[src/rtl/assert_macros.svh]
// Assertion macros shared by the fader RTL
`ifndef ASSERT_MACROS_SVH
`define ASSERT_MACROS_SVH
// Assert a property under clock and active-low reset
`define ASSERT_PROP(label, clk, rst_n, prop, msg) \
  label: assert property (@(posedge clk) disable iff (!rst_n) (prop)) else $error(msg);
// Assert that a condition holds at every clock edge
`define ASSERT_ALWAYS(label, clk, rst_n, cond, msg) \
  label: assert property (@(posedge clk) disable iff (!rst_n) (cond)) else $error(msg);
`endif

[src/rtl/rlf_pkg.sv]
// Package for the RGB LED linear fader: types, constants and codes
`timescale 1ns / 1ps
package rlf_pkg;
  localparam int unsigned RefreshPeriodMsDef = 32;
  localparam int unsigned DurW = 16;
  localparam int unsigned ColW = 8;
  localparam int unsigned IncW = 9;
  localparam int unsigned ErrW = 19;

  typedef enum logic [1:0] {
    KIND_TICK  = 2'd0,
    KIND_FADE  = 2'd1,
    KIND_STILL = 2'd2,
    KIND_NONE  = 2'd3
  } kind_e;

  typedef struct packed {
    logic [1:0]      kind;
    logic [ColW-1:0] red;
    logic [ColW-1:0] green;
    logic [ColW-1:0] blue;
    logic [DurW-1:0] duration_ms;
  } in_word_t;

  typedef struct packed {
    logic [ColW-1:0] led_red;
    logic [ColW-1:0] led_green;
    logic [ColW-1:0] led_blue;
    logic            fade_active;
  } out_word_t;

  // Divider handshake
  typedef struct packed {
    logic start;
    logic busy;
    logic done;
  } div_ctl_t;

  typedef enum logic [2:0] {
    ST_IDLE,
    ST_DUR,
    ST_INC,
    ST_TICK,
    ST_OUT
  } state_e;
endpackage

[src/rtl/rlf_if.sv]
// Valid/ready channel interface
`timescale 1ns / 1ps
interface rlf_if #(parameter type T = logic) ();
  logic valid;
  logic ready;
  T     data;
  modport source (output valid, output data, input ready);
  modport sink (input valid, input data, output ready);
endinterface

[src/rtl/rlf_div.sv]
// Shared restoring divider, one quotient bit per cycle, unsigned
`timescale 1ns / 1ps
module rlf_div (
  input  logic                      clk_i,
  input  logic                      rst_ni,
  input  logic                      start_i,
  input  logic [rlf_pkg::DurW-1:0]  num_i,
  input  logic [rlf_pkg::DurW-1:0]  den_i,
  output rlf_pkg::div_ctl_t         ctl_o,
  output logic [rlf_pkg::DurW-1:0]  quo_o
);
  import rlf_pkg::*;
  `include "assert_macros.svh"

  logic [DurW-1:0] quo_q, quo_d;
  logic [DurW:0]   rem_q, rem_d;
  logic [DurW-1:0] den_q, den_d;
  logic [4:0]      cnt_q, cnt_d;
  logic            busy_q, busy_d, done_q, done_d;
  logic [DurW:0]   trial;

  // Shift in one numerator bit and try a subtract
  always_comb begin
    quo_d  = quo_q;
    rem_d  = rem_q;
    den_d  = den_q;
    cnt_d  = cnt_q;
    busy_d = busy_q;
    done_d = 1'b0;
    trial  = {rem_q[DurW-1:0], quo_q[DurW-1]};
    if (start_i) begin
      quo_d  = num_i;
      rem_d  = '0;
      den_d  = den_i;
      cnt_d  = 5'(DurW);
      busy_d = 1'b1;
    end else if (busy_q) begin
      if (trial >= {1'b0, den_q}) begin
        rem_d = trial - {1'b0, den_q};
        quo_d = {quo_q[DurW-2:0], 1'b1};
      end else begin
        rem_d = trial;
        quo_d = {quo_q[DurW-2:0], 1'b0};
      end
      cnt_d = cnt_q - 5'd1;
      if (cnt_q == 5'd1) begin
        busy_d = 1'b0;
        done_d = 1'b1;
      end
    end
  end

  always_ff @(posedge clk_i or negedge rst_ni) begin
    if (!rst_ni) begin
      busy_q <= 1'b0;
      done_q <= 1'b0;
      cnt_q  <= '0;
    end else begin
      busy_q <= busy_d;
      done_q <= done_d;
      cnt_q  <= cnt_d;
    end
  end

  always_ff @(posedge clk_i) begin
    quo_q <= quo_d;
    rem_q <= rem_d;
    den_q <= den_d;
  end

  assign ctl_o = '{start: start_i, busy: busy_q, done: done_q};
  assign quo_o = quo_q;

  `ASSERT_PROP(a_done_after_busy, clk_i, rst_ni, done_q |-> $past(busy_q), "done without busy")
  `ASSERT_ALWAYS(a_not_both, clk_i, rst_ni, !(busy_q && done_q), "busy and done together")
  `ASSERT_PROP(a_cnt_busy, clk_i, rst_ni, busy_q |-> cnt_q != 5'd0, "busy with zero count")
endmodule

[src/rtl/rgb_led_linear_fader_core.sv]
// Top level of the RGB LED linear fader
`timescale 1ns / 1ps
// Channel | Dir | Fields
// in_ch   | in  | kind, red, green, blue, duration_ms
// out_ch  | out | led_red, led_green, led_blue, fade_active
// A start-fade word gets its step count from a reciprocal multiply at accept, then passes a
// setup state and one division per channel for the increment. A duration under one refresh
// period ends in the setup state. A tick word while fading steps the channels in ST_TICK,
// one channel a cycle, then loads the output register in ST_OUT; a still tick goes straight
// to ST_OUT and the tick that ends a fade skips the step. A set-colour word ends at accept.
// The block takes no word while busy; a waiting result holds back only the next output load.
// Reset is asynchronous, active low, and clears all fade state to black.
module rgb_led_linear_fader_core #(
  parameter int unsigned RefreshPeriodMs = rlf_pkg::RefreshPeriodMsDef
) (
  input  logic clk_i,
  input  logic rst_ni,
  rlf_if.sink   in_ch,
  rlf_if.source out_ch
);
  import rlf_pkg::*;
  `include "assert_macros.svh"

  // Reciprocal of the refresh period, exact for every 16-bit duration
  localparam int unsigned PerL = $clog2(RefreshPeriodMs);
  localparam int unsigned RecipS = DurW + PerL;
  localparam int unsigned ProdW = 2 * DurW + 1;
  localparam longint unsigned RecipM =
    (64'd1 << RecipS) / longint'(RefreshPeriodMs) + 64'd1;

  state_e state_q, state_d;
  logic   fading_q, fading_d;
  logic [ColW-1:0] shown_q [3], shown_d [3];
  logic [ColW-1:0] cur_q [3], cur_d [3];
  logic [ColW-1:0] tgt_q [3], tgt_d [3];
  logic signed [IncW-1:0] dif_q [3], dif_d [3];
  logic signed [IncW-1:0] inc_q [3], inc_d [3];
  logic signed [ErrW-1:0] err_q [3], err_d [3];
  logic [DurW-1:0] tot_q, tot_d, left_q, left_d;
  logic [1:0] ch_q, ch_d;
  logic active_q, active_d;
  logic ovalid_q, ovalid_d;
  out_word_t ow_q, ow_d;

  logic div_start;
  logic [DurW-1:0] div_num, div_den, quo;
  div_ctl_t div_ctl;

  rlf_div u_div (
    .clk_i(clk_i), .rst_ni(rst_ni), .start_i(div_start), .num_i(div_num),
    .den_i(div_den), .ctl_o(div_ctl), .quo_o(quo)
  );

  in_word_t iw;
  logic acc;
  logic out_free;
  assign iw  = in_ch.data;
  assign in_ch.ready = (state_q == ST_IDLE);
  assign acc = in_ch.valid && in_ch.ready;
  assign out_free = !ovalid_q || out_ch.ready;

  // Step count by reciprocal multiply
  logic [ProdW-1:0] dur_prod;
  logic [DurW-1:0]  steps;
  assign dur_prod = ProdW'(iw.duration_ms) * ProdW'(RecipM);
  assign steps    = DurW'(dur_prod >> RecipS);

  // Per-channel advance datapath on the selected channel
  logic signed [10:0] a_cur, a_tgt, a_inc, a_sum, a_res, a_mark2;
  logic signed [ErrW:0] a_err;
  logic signed [ErrW-1:0] a_err_o;
  logic signed [26:0] a_prod, a_mark;
  logic [ColW-1:0] a_sel_cur, a_sel_tgt;
  logic [DurW-1:0] absdif;
  logic [DurW-1:0] left_m1;
  logic signed [IncW-1:0] a_dif;
  always_comb begin
    a_sel_cur = cur_q[ch_q];
    a_sel_tgt = tgt_q[ch_q];
    a_dif   = dif_q[ch_q];
    a_cur   = 11'($signed({3'b0, a_sel_cur}));
    a_tgt   = 11'($signed({3'b0, a_sel_tgt}));
    a_inc   = 11'(inc_q[ch_q]);
    a_sum   = a_cur + a_inc;
    left_m1 = left_q - DurW'(1);
    a_prod  = $signed({1'b0, left_m1}) * 27'(inc_q[ch_q]);
    a_mark  = 27'(a_tgt) - a_prod;
    a_mark2 = a_sum + a_inc;
    a_res   = a_sum;
    a_err   = (ErrW+1)'(err_q[ch_q]);
    a_err_o = err_q[ch_q];
    absdif  = a_dif[IncW-1] ? DurW'(-20'(a_dif)) : DurW'(a_dif);
    if (a_sum < 0) a_res = '0;
    else if (a_sum > 11'sd255) a_res = 11'sd255;
    else if (a_dif > 0) begin
      if (a_sum >= a_tgt) a_res = a_tgt;
      else if (a_inc == 0) begin
        a_err = a_err + (ErrW+1)'({absdif, 1'b0});
        if (a_err > $signed({4'b0, tot_q})) begin
          a_res = a_sum + 11'sd1;
          a_err = a_err - $signed({3'b0, tot_q, 1'b0});
        end
        a_err_o = a_err[ErrW-1:0];
      end else if (27'(a_sum) < a_mark) begin
        a_res = (a_mark2 > a_tgt) ? a_tgt : a_mark2;
      end
    end else begin
      if (a_sum <= a_tgt) a_res = a_tgt;
      else if (a_inc == 0) begin
        a_err = a_err + (ErrW+1)'({absdif, 1'b0});
        if (a_err > $signed({4'b0, tot_q})) begin
          a_res = a_sum - 11'sd1;
          a_err = a_err - $signed({3'b0, tot_q, 1'b0});
        end
        a_err_o = a_err[ErrW-1:0];
      end else if (27'(a_sum) > a_mark) begin
        a_res = (a_mark2 < a_tgt) ? a_tgt : a_mark2;
      end
    end
  end

  // Next state
  always_comb begin
    state_d = state_q;
    unique case (state_q)
      ST_IDLE: if (acc) begin
        if (kind_e'(iw.kind) == KIND_FADE) state_d = ST_DUR;
        else if (kind_e'(iw.kind) == KIND_TICK) state_d = fading_q ? ST_TICK : ST_OUT;
      end
      ST_DUR:  state_d = (tot_q == '0) ? ST_IDLE : ST_INC;
      ST_INC:  if (div_ctl.done && ch_q == 2'd2) state_d = ST_IDLE;
      ST_TICK: if (left_q == '0 || ch_q == 2'd2) state_d = ST_OUT;
      ST_OUT:  if (out_free) state_d = ST_IDLE;
      default: state_d = ST_IDLE;
    endcase
  end

  // Datapath and outputs
  logic [DurW-1:0] q_neg;
  always_comb begin
    fading_d = fading_q; shown_d = shown_q; cur_d = cur_q; tgt_d = tgt_q;
    dif_d = dif_q; inc_d = inc_q; err_d = err_q; tot_d = tot_q; left_d = left_q;
    ch_d = ch_q; active_d = active_q; ovalid_d = ovalid_q; ow_d = ow_q;
    div_start = 1'b0; div_num = absdif; div_den = tot_q;
    q_neg = DurW'(-17'({1'b0, quo}));
    if (out_ch.ready) ovalid_d = 1'b0;
    unique case (state_q)
      ST_IDLE: if (acc) begin
        unique case (kind_e'(iw.kind))
          KIND_STILL: begin
            fading_d = 1'b0;
            shown_d = '{iw.red, iw.green, iw.blue};
          end
          KIND_FADE: begin
            fading_d = 1'b1;
            tot_d = steps;
            left_d = steps;
            ch_d = 2'd0;
            tgt_d = '{iw.red, iw.green, iw.blue};
            cur_d = shown_q;
            for (int c = 0; c < 3; c++) begin
              err_d[c] = '0;
              dif_d[c] = $signed({1'b0, tgt_d[c]}) - $signed({1'b0, shown_q[c]});
              inc_d[c] = '0;
            end
          end
          KIND_TICK: begin
            active_d = 1'b0;
            ch_d = 2'd0;
            if (fading_q) shown_d = cur_q;
          end
          KIND_NONE: ;
          default: ;
        endcase
      end
      ST_DUR: begin
        if (tot_q == '0) cur_d = tgt_q;
        else div_start = 1'b1;
      end
      ST_INC: if (div_ctl.done) begin
        inc_d[ch_q] = a_dif[IncW-1] ? IncW'(q_neg) : IncW'(quo);
        if (ch_q != 2'd2) begin
          ch_d = ch_q + 2'd1;
          div_start = 1'b1;
          div_num = (ch_q == 2'd0) ?
            (dif_q[1][IncW-1] ? DurW'(-20'(dif_q[1])) : DurW'(dif_q[1])) :
            (dif_q[2][IncW-1] ? DurW'(-20'(dif_q[2])) : DurW'(dif_q[2]));
          div_den = tot_q;
        end
      end
      ST_TICK: begin
        if (left_q == '0) fading_d = 1'b0;
        else begin
          cur_d[ch_q] = a_res[ColW-1:0];
          err_d[ch_q] = a_err_o;
          ch_d = ch_q + 2'd1;
          if (ch_q == 2'd2) begin
            left_d = left_q - DurW'(1);
            active_d = 1'b1;
          end
        end
      end
      ST_OUT: if (out_free) begin
        ovalid_d = 1'b1;
        ow_d = '{led_red: shown_q[0], led_green: shown_q[1], led_blue: shown_q[2],
                 fade_active: active_q};
      end
      default: ;
    endcase
  end

  always_ff @(posedge clk_i or negedge rst_ni) begin
    if (!rst_ni) begin
      state_q <= ST_IDLE; fading_q <= 1'b0; ovalid_q <= 1'b0; ch_q <= '0;
      active_q <= 1'b0; tot_q <= '0; left_q <= '0;
      for (int c = 0; c < 3; c++) begin
        shown_q[c] <= '0; cur_q[c] <= '0; tgt_q[c] <= '0;
        dif_q[c] <= '0; inc_q[c] <= '0; err_q[c] <= '0;
      end
    end else begin
      state_q <= state_d; fading_q <= fading_d; ovalid_q <= ovalid_d; ch_q <= ch_d;
      active_q <= active_d; tot_q <= tot_d; left_q <= left_d;
      shown_q <= shown_d; cur_q <= cur_d; tgt_q <= tgt_d;
      dif_q <= dif_d; inc_q <= inc_d; err_q <= err_d;
    end
  end

  always_ff @(posedge clk_i) ow_q <= ow_d;

  assign out_ch.valid = ovalid_q;
  assign out_ch.data  = ow_q;

  `ASSERT_ALWAYS(a_ready_idle, clk_i, rst_ni, !in_ch.ready || state_q == ST_IDLE, "ready when busy")
  `ASSERT_PROP(a_out_after, clk_i, rst_ni, $rose(ovalid_q) |-> $past(state_q) == ST_OUT, "stray out")
  `ASSERT_PROP(a_div_idle, clk_i, rst_ni, state_q == ST_IDLE |-> !div_ctl.busy, "div busy idle")
endmodule

[src/flat_wrapper.sv]
// flat-port wrapper written by rule: the top's interface ports become plain ports
module rgb_led_linear_fader_core_flat import rlf_pkg::*;
#(
  parameter int unsigned RefreshPeriodMs = rlf_pkg::RefreshPeriodMsDef
)
  (clk_i, rst_ni, in_ch_valid, in_ch_data, in_ch_ready, out_ch_valid, out_ch_data, out_ch_ready);
  rlf_if #(.T(in_word_t)) in_ch_i ();
  rlf_if #(.T(out_word_t)) out_ch_i ();
  input  logic clk_i;
  input  logic rst_ni;
  input wire logic [$bits(in_ch_i.valid)-1:0] in_ch_valid;
  input wire logic [$bits(in_ch_i.data)-1:0] in_ch_data;
  output wire logic [$bits(in_ch_i.ready)-1:0] in_ch_ready;
  output wire logic [$bits(out_ch_i.valid)-1:0] out_ch_valid;
  output wire logic [$bits(out_ch_i.data)-1:0] out_ch_data;
  input wire logic [$bits(out_ch_i.ready)-1:0] out_ch_ready;
  assign in_ch_i.valid = in_ch_valid;
  assign in_ch_i.data = in_ch_data;
  assign in_ch_ready = in_ch_i.ready;
  assign out_ch_valid = out_ch_i.valid;
  assign out_ch_data = out_ch_i.data;
  assign out_ch_i.ready = out_ch_ready;
  rgb_led_linear_fader_core #(.RefreshPeriodMs(RefreshPeriodMs)) u_core (.clk_i(clk_i), .rst_ni(rst_ni), .in_ch(in_ch_i), .out_ch(out_ch_i));
endmodule
[config.mk]
export PLATFORM = sky130hd
export DESIGN_NAME = rgb_led_linear_fader_core_flat
export DESIGN_NICKNAME = d
export VERILOG_FILES = /design/src/rtl/rlf_pkg.sv /design/src/rtl/rlf_if.sv /design/src/rtl/rlf_div.sv /design/src/rtl/rgb_led_linear_fader_core.sv /design/src/flat_wrapper.sv
export VERILOG_INCLUDE_DIRS = /design/src /design/src/rtl
export SDC_FILE = /design/constraint.sdc
export NUM_CORES = 1
export LEC_CHECK = 0
export BUFFER_PORTS_ARGS = -buffer_cell sky130_fd_sc_hd__clkbuf_2
export CORE_UTILIZATION = 50
export DETAILED_ROUTE_END_ITERATION = 10
export GPL_TIMING_DRIVEN = 0
export PLACE_DENSITY_LB_ADDON = 0.12
export SYNTH_ARGS = -nofsm -noshare
export SYNTH_HDL_FRONTEND = slang
export SYNTH_HIERARCHICAL = 1
export SYNTH_SLANG_ARGS = --single-unit
[constraint.sdc]
create_clock -name clk_i -period 10.9 [get_ports clk_i]
set_input_delay 1.635 -clock clk_i [delete_from_list [all_inputs] [get_ports clk_i]]
set_output_delay 1.635 -clock clk_i [all_outputs]
set_load 0.01 [all_outputs]
==> results.md <==
Outcome:
- The flow ran to the end, but the final reports show violations.
- The final reports fail on capacitance limit.

Synthesis:
- Counting every instance in the synthesized netlist gives 3,266.
- After synthesis, the mean cell area works out to 8.41 um^2.
- The Yosys warning count is 6.
- The netlist area before placement is 27,500 um^2.

Min path:
- The type of the worst min-delay path is flip-flop to flip-flop.
- The worst hold path terminates at u_core/u_div/den_q[5].
- The critical hold path startpoint is u_core/tot_q[5].
- The worst hold path passes through 0 cells.

Die:
- The die extent in y is 236 um.
- Row generation in the floorplan step produced 85 rows.
- For this configuration, the core starts out at a cell density of 0.508.
- The standard cell core area is 54,000 um^2.
- The die covers 55,900 um^2.
- The number of ports placed on the die boundary is 73.
- The die span in x is 236 um.

Worst setup path:
- The data arrival time of the critical path is 10.85 ns.
- The endpoint type of the worst setup path is a flip-flop.
- The critical path is of the flip-flop to flip-flop type.
- For this run, the slowest stage of the critical path takes 0.77 ns.
- Measured in cells, the most critical reg-to-reg path has a length of 32.
- The critical-path maximum fanout is 12.
- The slack of the worst reg-to-reg path is 0.53 ns.
- The worst flop-to-flop path startpoint is u_core/ch_q[0].
- For the worst setup path, the data required time is 11.37 ns.
- The worst register-to-register path ends at u_core/cur_q[17].
- The cell with the most instances on the worst path is nor2_1.
- The standard cell with the maximum stage delay on the critical path is clkdlybuf4s15_1.
- The sort of element at the start of the critical path is a flip-flop.

Routing:
- The wire length per cell is 23.3 um.
- The post-route DRC violation count is 0.
- The count of antenna-violating nets left after detailed routing is 0.
- Using the TritonRoute via totals, the vias-per-cell ratio works out to 6.21.
- The number of detailed-routing iterations run before antenna repair is 8.
- Detailed routing inserted a total of 25,523 vias.
- Summed over all layers, the routed wires come to 95,900 um.
- In this run, the number of DRC markers left after iteration 0 of detailed routing was 2,535.

STA:
- The highest clock frequency the design can meet is 0.0964 GHz.
- The period utilization is 0.952.
- On the final layout, the worst clock skew is 0.0181 ns.
- The final hold violation count is 0.
- Setup violations remaining at the end of the flow were counted as 0.
- Headroom to the max-slew limit came out at 0.0299.
- The final worst-path setup slack is 0.527 ns.
- For the pin with the worst max-slew slack, the measured transition is 1.42 ns.
- The final sum of negative setup slack is 0 ns.
- The count of final max-slew check failures is 0.
- The minimum clock period after layout is 10.37 ns.

Placed design:
- The number of cells after detailed placement is 4,050.
- The HPWL after detailed placement is 76,200 um.
- The final RePlAce weighted congestion is 0.998.
- The count of input and output buffers is 67.
- OpenSTA, run right after detailed placement, puts the worst setup slack at -0.697 ns.

Global route:
- The global routing usage summed across all routing layers is 0.341.
- The remaining global-route overflow is 0.
- Entering global routing, the biggest net connects 111 pins.
- The number of global-route vias before repair is 24,757.
- The first global-routing pass estimated 147,000 um of wire.
- The initial antenna violation count is 0.

Clocking:
- Buffers inserted to repair hold after CTS numbered 0.
- The longest clock path from root to sink contains 3 buffers.
- The insertion delay to the later sink of the worst-skew pair is 0.55 ns.
- The CTS tree is yes.
- The H-tree generated during clock tree synthesis spans 2 levels.
- After clock tree synthesis, the clock-pin slew on the worst setup and hold paths is 0.06 ns.
- The total number of clock tree sinks is 298.
- The total clock buffers created by CTS is 34.
- The clock root buffer master is clkbuf_16.

Run:
- The tool flagged a number of max-cap violations equal to 1.

Finish:
- The ratio of cells with drive above 1 in the final layout is 0.0855.
- 0 antenna diodes ended up in the layout.
- The count of cells in the finished layout, fillers not included, comes to 4,113.
- The number of nets at the end of the flow is 3,790.
- At the end of the flow the core is filled with cells to 0.560.
- The area growth from synthesis to layout is 10.2%.
worst max-delay path, delay by kind of cell, from the launching register on:
family                     cells  cell delay, ns
xor gates and xnor gates       2            0.62
DFF                            1            0.36
buffers and inverters          9            4.06
adders and majority gates      3            1.19
AOI/OAI and AO/OA              7            2.04
and+or+nand+nor               11            2.02
timing repair:
item / 4_1_cts / 5_1_grt
pin swaps: 0 / 6
endpoints found under the setup margin: 24 / 24
buffers inserted: 0 / 7
gates resized for setup: 18 / 47
sequential cells by signal (all words and copies together), names as in the netlist:
| signal | count |
|---|---|
| u_core/err_q | 57 |
| u_core/ch_q | 2 |
| u_core/u_div/cnt_q | 5 |
| u_core/u_div/busy_q | 1 |
| u_core/u_div/rem_q | 16 |
| u_core/fading_q | 1 |
| u_core/state_q | 3 |
| u_core/tgt_q | 24 |
| u_core/out_ch.data | 25 |
| u_core/dif_q | 27 |
| u_core/inc_q | 27 |
| u_core/active_q | 1 |
| u_core/tot_q | 11 |
| u_core/left_q | 16 |
| u_core/cur_q | 24 |
| u_core/u_div/quo_o | 16 |
| u_core/out_ch.valid | 1 |
| u_core/u_div/done_q | 1 |
| u_core/u_div/den_q | 16 |
| u_core/shown_q | 24 |
stage by stage:
step                cell area [um^2]  hold WS, ns
floorplan                      27500        0.425
global placement               28700        0.456
detailed placement             28800        0.461
CTS                            30100        0.471
global route                   30300        0.477
finish                         30300        0.475
cell usage in the layout (no fill, tap or decap), drive strengths merged, types with 25 or more instances in the layout:
cell type,n
nor4,30
o21ai,264
buf,45
nand2b,46
inv,321
mux2,33
ha,231
nor2,296
a21o,48
nand4,32
clkbuf,219
a31oi,33
o211ai,32
nor2b,37
nand3,79
o31ai,25
nor3,50
a211oi,37
mux2i,92
nand2,402
xnor2,87
xor2,49
dfrtp,225
fa,118
a21oi,200
edfxtp,57
final cells by class:
cell class                 count  area (um^2)
fill                        5014        23800
multi-input combinational   2515        18200
sequential                   298         7660
inverter                     320         1200
clock buffer                  39          910
tap                          696          871
buffer                       149          732
timing repair buffer          77          467
clock inverter                19          253
per-layer routing:
metal	global-route usage	wire length, um	part of all wire	up-vias
met1	0.459	40400	0.42	12537
met5	0	0	0	-
met2	0.553	44300	0.46	1142
li1	-	-	-	11636
met3	0.0486	7360	0.077	208
met4	0.136	3920	0.041	0
worst max path at each step:
stage	startpoint	endpoint
6_report	u_core/ch_q[0]	u_core/cur_q[17]
5_1_grt	u_core/ch_q[0]	u_core/cur_q[10]
4_1_cts	u_core/left_q[2]	u_core/cur_q[7]
3_5_place_dp	u_core/left_q[2]	u_core/cur_q[7]
3_3_place_gp	u_core/left_q[2]	u_core/cur_q[15]
2_1_floorplan	u_core/left_q[2]	u_core/cur_q[10]
Power is left out: the tool's default activity adds up to more than one toggle a clock period on the data nets, which glitch-free logic cannot reach.
